## config.mk

```make
export PLATFORM = sky130hd
export DESIGN_NAME = tq_chain
export DESIGN_NICKNAME = d
export VERILOG_FILES = /design/src/sv/tq_pkg.sv /design/src/sv/tq_cell.sv /design/src/sv/tq_chain.sv
export SDC_FILE = /design/constraint.sdc
export NUM_CORES = 2
export LEC_CHECK = 0
export BUFFER_PORTS_ARGS = -buffer_cell sky130_fd_sc_hd__buf_2
export CAP_MARGIN = 30
export CORE_MARGIN = 2
export CORE_UTILIZATION = 30
export CTS_CLUSTER_SIZE = 10
export DETAILED_ROUTE_END_ITERATION = 10
export GPL_ROUTABILITY_DRIVEN = 0
export PLACE_DENSITY = 0.52
export REMOVE_ABC_BUFFERS = 1
export SYNTH_ARGS = -nofsm -noshare
export SYNTH_HDL_FRONTEND = slang
export SYNTH_HIERARCHICAL = 1
export SYNTH_SLANG_ARGS = --single-unit
```

## constraint.sdc

```tcl
create_clock -name i_clk -period 5.1 [get_ports i_clk]
set_clock_uncertainty 0.2 [all_clocks]
set_input_delay 0.255 -clock i_clk [delete_from_list [all_inputs] [get_ports i_clk]]
set_output_delay 0.255 -clock i_clk [all_outputs]
set_load 0.02 [all_outputs]
```

## src/sv/tq_pkg.sv

```systemverilog
// ----------------------------------------------------------------------------
// Ticket queue package
// Shared types and constants for the two-class ticket queue arbiter.
// ----------------------------------------------------------------------------
package tq_pkg;

    localparam int unsigned NUM_W = 16;
    localparam int unsigned MIN_W = 11;

    typedef struct packed {
        logic [NUM_W-1:0] number;
        logic [MIN_W-1:0] minute;
    } t_entry;

    typedef enum logic [2:0] {
        K_ISSUE  = 3'd0,
        K_SERVE  = 3'd1,
        K_PEEK   = 3'd2,
        K_FIND   = 3'd3,
        K_CANCEL = 3'd4
    } t_kind;

    localparam logic [1:0] ST_OK   = 2'd0;
    localparam logic [1:0] ST_NONE = 2'd1;
    localparam logic [1:0] ST_FULL = 2'd2;

    // Per-cell command from the controller.
    typedef struct packed {
        logic             push;
        logic             shift;
        logic             match_en;
        logic [NUM_W-1:0] key;
        t_entry           data;
    } t_qcmd;

endpackage

```

## src/sv/tq_cell.sv

```systemverilog
// ----------------------------------------------------------------------------
// Ticket queue cell
// Holds one queue entry, loaded by a push at the tail; compares it against a
// key and shifts from its right neighbor when a removal passes through it.
// ----------------------------------------------------------------------------
module tq_cell (
    input  logic             i_clk,
    input  logic             i_occ,
    input  logic             i_is_tail,
    input  tq_pkg::t_qcmd    i_cmd,
    input  logic             i_kill,
    input  tq_pkg::t_entry   i_right,
    output tq_pkg::t_entry   o_entry,
    output logic             o_hit
);
    import tq_pkg::*;

    t_entry r_entry;
    t_entry n_entry;

    always_comb begin
        n_entry = r_entry;
        if (i_cmd.push && i_is_tail) begin
            n_entry = i_cmd.data;
        end else if (i_cmd.shift && i_kill) begin
            n_entry = i_right;
        end
    end

    always_ff @(posedge i_clk) begin
        r_entry <= n_entry;
    end

    assign o_entry = r_entry;
    assign o_hit   = i_cmd.match_en && i_occ && (r_entry.number == i_cmd.key);

endmodule

```

## src/sv/tq_chain.sv

```systemverilog
// ----------------------------------------------------------------------------
// Ticket queue chain
// A row of cells forming one FIFO with find and mid-queue removal.
// ----------------------------------------------------------------------------
module tq_chain #(
    parameter int unsigned DEPTH = 64,
    parameter int unsigned CW    = 7
) (
    input  logic             i_clk,
    input  logic [CW-1:0]    i_count,
    input  tq_pkg::t_qcmd    i_cmd,
    input  logic [CW-1:0]    i_kill_pos,
    output tq_pkg::t_entry   o_head,
    output tq_pkg::t_entry   o_hit_entry,
    output logic             o_found,
    output logic [CW-1:0]    o_hit_pos
);
    import tq_pkg::*;

    t_entry             w_entry [DEPTH];
    logic [DEPTH-1:0]   w_hit;

    for (genvar g = 0; g < DEPTH; g++) begin : g_cell
        t_entry w_right;
        if (g == DEPTH - 1) begin : g_last
            assign w_right = w_entry[g];
        end else begin : g_mid
            assign w_right = w_entry[g+1];
        end
        tq_cell u_cell (
            .i_clk     (i_clk),
            .i_occ     (CW'(g) < i_count),
            .i_is_tail (CW'(g) == i_count),
            .i_cmd     (i_cmd),
            .i_kill    (CW'(g) >= i_kill_pos),
            .i_right   (w_right),
            .o_entry   (w_entry[g]),
            .o_hit     (w_hit[g])
        );
    end

    always_comb begin
        o_found     = 1'b0;
        o_hit_pos   = '0;
        o_hit_entry = '0;
        for (int i = DEPTH - 1; i >= 0; i--) begin
            if (w_hit[i]) begin
                o_found     = 1'b1;
                o_hit_pos   = CW'(i);
                o_hit_entry = w_entry[i];
            end
        end
    end

    assign o_head = w_entry[0];

endmodule
```

==> impl_results.md <==
- Area of the mapped netlist: slightly above 100,000 sq um
- Count of state elements after synthesis: 1,728
- Data required time at the worst endpoint: roughly 4.6 ns
- Synthesized area per cell: ~13 sq um
- Final setup viols: 29
- Average wire length per cell after detail routing: 34.1 microns
- H-tree depth: 4
- Setup repair after global routing missed its margin: yes
- Critical path capture point type: output pin
- Sequential share of the synthesized area: around half
- Synthesis-to-layout area growth: 26.9%
- Clock tree sinks: ~1,700
- Number of buffers created by CTS: 209
- Critical path peak fanout: 3
- Post-route setup slack: -0.522 ns
- Antenna violations before repair: 53
- Library cells used by synthesis: between 70 and 80
- Root cell of the clock tree: clkbuf_16
- Global-route wire length before repair: roughly 640 mm
- Number of synthesized flops with an enable pin: about 1,700
- Critical path's largest stage delay: 0.60 ns
- Area of the core: roughly 330,000 sq um
- Maximum clock path buffer count: 4
- All-layer global routing usage: a little over a quarter
- Vias after detailed routing: between 80,000 and 90,000
- Arrival time of data at the critical path endpoint: between 5 and 6 ns
- Pwr dens: approximately 260 nW/um^2
- CP Cell Sequence: xnor2_1 > nand4_1 > or4_4 > nor4_4 > buf_4 > or2_4 > a221oi_4 > a211o_4 > a2111oi_4 > buf_4 > o31a_1 > buf_12 > o41a_1 > o21a_4 > buf_6
- Area of the die: approximately 340,000 sq um
- Headroom to the max-slew limit: between 20% and 30%
- Maximum Capacitance Violations: 0
- Overflow left after global routing: 0
- Async SR Flop Fraction: 0%
- Starting DRT DRC Count: between 10,000 and 15,000
- I/O pin count: around 120
- CTS tree: done
- Number of flip-flops in the largest register: 1,728
- Class of the worst hold path: in2reg
- Shortest clock period the worst path allows after layout: approximately 5.6 ns
- Setup tns final: -8.30 ns
- Startpoint kind of the worst setup timing path: flop
- Via count of the first global-routing pass: between 70,000 and 80,000
- Final core utilization: a little under two fifths
- F_max: about 180 MHz
- Post-route ant nets: 0
- Estimated wirelength of the detail-placed design: around 350 mm
- Period utilisation layout: 110%
- Reg clk slew, reported paths: around 0.060 ns
- Number of non-filler instances in the completed layout: around 14,000
- Largest net degree at the start of global routing: 65
- Starting density of the core: between 30% and 40%
- Worst-path cell with the longest stage delay: edfxtp_1
- Leak pwr: 0.0437 uW
- Cell count after synthesis: between 7,000 and 8,000
- Failing checks: setup timing
- Setup CP Type: reg2out
- Synthesis warning total: 6
- Status: finished, violations left
- Clock latency of the later-clocked register in the worst-skew pair: between 0.9 and 1 ns
- NumNets Final: ~9,300
- Max Slew Vio Count: 0
- Inst Count DP: 13,200
- Final Hold Vio Count: 0
- Share of layout cells above drive strength 1: 44.3%
- Pin slew with the least headroom to its limit: 1.05 ns
- Worst ir drop on vdd: 0.258 mV
- X dimension of the die: around 600 microns
- Wire length after detailed routing: 467 mm
- Number of DRC violations after detailed routing: 0
- Critical path's most frequent cell: buf_4
- Row count: ~210
- 1st-pass router iterations: 6
- Via-to-Cell Ratio: 5.95
- IO Port Bufs: approximately 120
- Flip-flop cell with the highest count after synthesis: edfxtp_1
- Die height: just under 600 microns
-- where the power goes --
part / internal (uW) / switching, uW
clock network: 7510 / 6080
registers: 16000 / 372
logic: 994 / 1710
-- metrics by stage --
| stage | instance area (sq um) | hold slack (ns) | total power (uW) | setup slack [ns] |
|---|---|---|---|---|
| after floorplan | 98800 | 0.275 | 17600 | -0.535 |
| after global placement | 116000 | 0.356 | 19200 | -1.21 |
| after detailed placement | 116000 | 0.361 | 19200 | -1.17 |
| after CTS | 126000 | 0.0279 | 32700 | -0.492 |
| after global routing | 128000 | 0.0731 | 33400 | -0.475 |
| final | 128000 | 0.0605 | 32700 | -0.522 |
-- layout make-up --
type,instances,area [sq um]
diodes,18,45.0
clock buffers,261,5470
clock inverters,31,213
fillers,31900,206000
inverters,92,360
multi-input cells,5565,50500
flip-flops and latches,1728,51900
well taps,4387,5490
repair buffers,1617,13800
-- synth_stat cells, types with 69 or more instances --
cell type | n | share of area [%]
xor2_1 | 192 | 1.7
inv_1 | 86 | 0.32
a221oi_1 | 257 | 2.2
clkbuf_1 | 225 | 0.84
a221o_1 | 69 | 0.69
mux2_2 | 1728 | 19
o21ai_0 | 213 | 1.1
o22ai_1 | 156 | 0.97
o221ai_1 | 171 | 1.5
buf_2 | 182 | 0.90
edfxtp_1 | 1728 | 52
a21oi_1 | 218 | 1.1
nand4_1 | 213 | 1.3
xnor2_1 | 832 | 7.2
nor2_1 | 221 | 0.82
nand2_1 | 322 | 1.2
nand3_1 | 128 | 0.64
-- worst max-delay path, delay by kind of cell, from the launching register on --
family	cells	cell delay [ns]
AO/OA/AOI/OAI	6	1.60
XOR/XNOR	1	0.24
flip-flops	1	0.60
AND/OR/NAND/NOR	4	1.13
buffers and inverters	4	0.66
-- final timing paths --
kind | startpoint | end | slack [ns] | cells past startpoint
setup / recovery | g_cell[34].u_cell/o_entry[17] | o_hit_entry[17] | -0.52 | 15
hold / removal | i_count[0] | g_cell[0].u_cell/o_entry[4] | 0.06 | 6
setup reg to reg | g_cell[63].u_cell/o_entry[16] | g_cell[62].u_cell/o_entry[16] | 3.53 | 3
hold reg to reg | g_cell[13].u_cell/o_entry[3] | g_cell[12].u_cell/o_entry[3] | 0.36 | 1
-- per-layer routing --
layer | GRT usage (%) | routed length (microns) | up-vias
met4 | 15.9 | 33400 | 16
met1 | 33.5 | 181000 | 42000
met2 | 41.7 | 211000 | 4646
met3 | 5.31 | 41300 | 1116
li1 | - | - | 33800
met5 | 0 | 444 | -
-- timing repair --
item,CTS,global route
hold buffers,26,1
buffers inserted,115,94
gates cloned,1,0
pin swaps,149,168
hold endpoints to repair,556,15
gates resized for setup,548,312
setup endpoints to repair,31,32
-- layout by cell type, fill, tap and decap left out, drive strengths merged, types with 214 or more instances in the layout --
cell type / n
a21oi: 218
a221oi: 260
buf: 1587
clkbuf: 264
edfxtp: 1728
mux2: 1728
nand2: 322
nor2: 224
o21ai: 214
xnor2: 832
-- logic make-up (layout without fill, tap and decap cells) --
group / count (synthesis) / in the layout / synth area share [%]
AO/OA/AOI/OAI: 1467 / 1467 / 10.6
XOR/XNOR: 1024 / 1024 / 8.91
buffers and inverters: 524 / 2001 / 2.20
flip-flops: 1728 / 1728 / 51.6
multiplexers: 1728 / 1728 / 19.3
other: 1 / 19 / 0.00373
AND/OR/NAND/NOR: 1344 / 1345 / 7.38
Note: power is estimated with default switching activity, not from simulation.
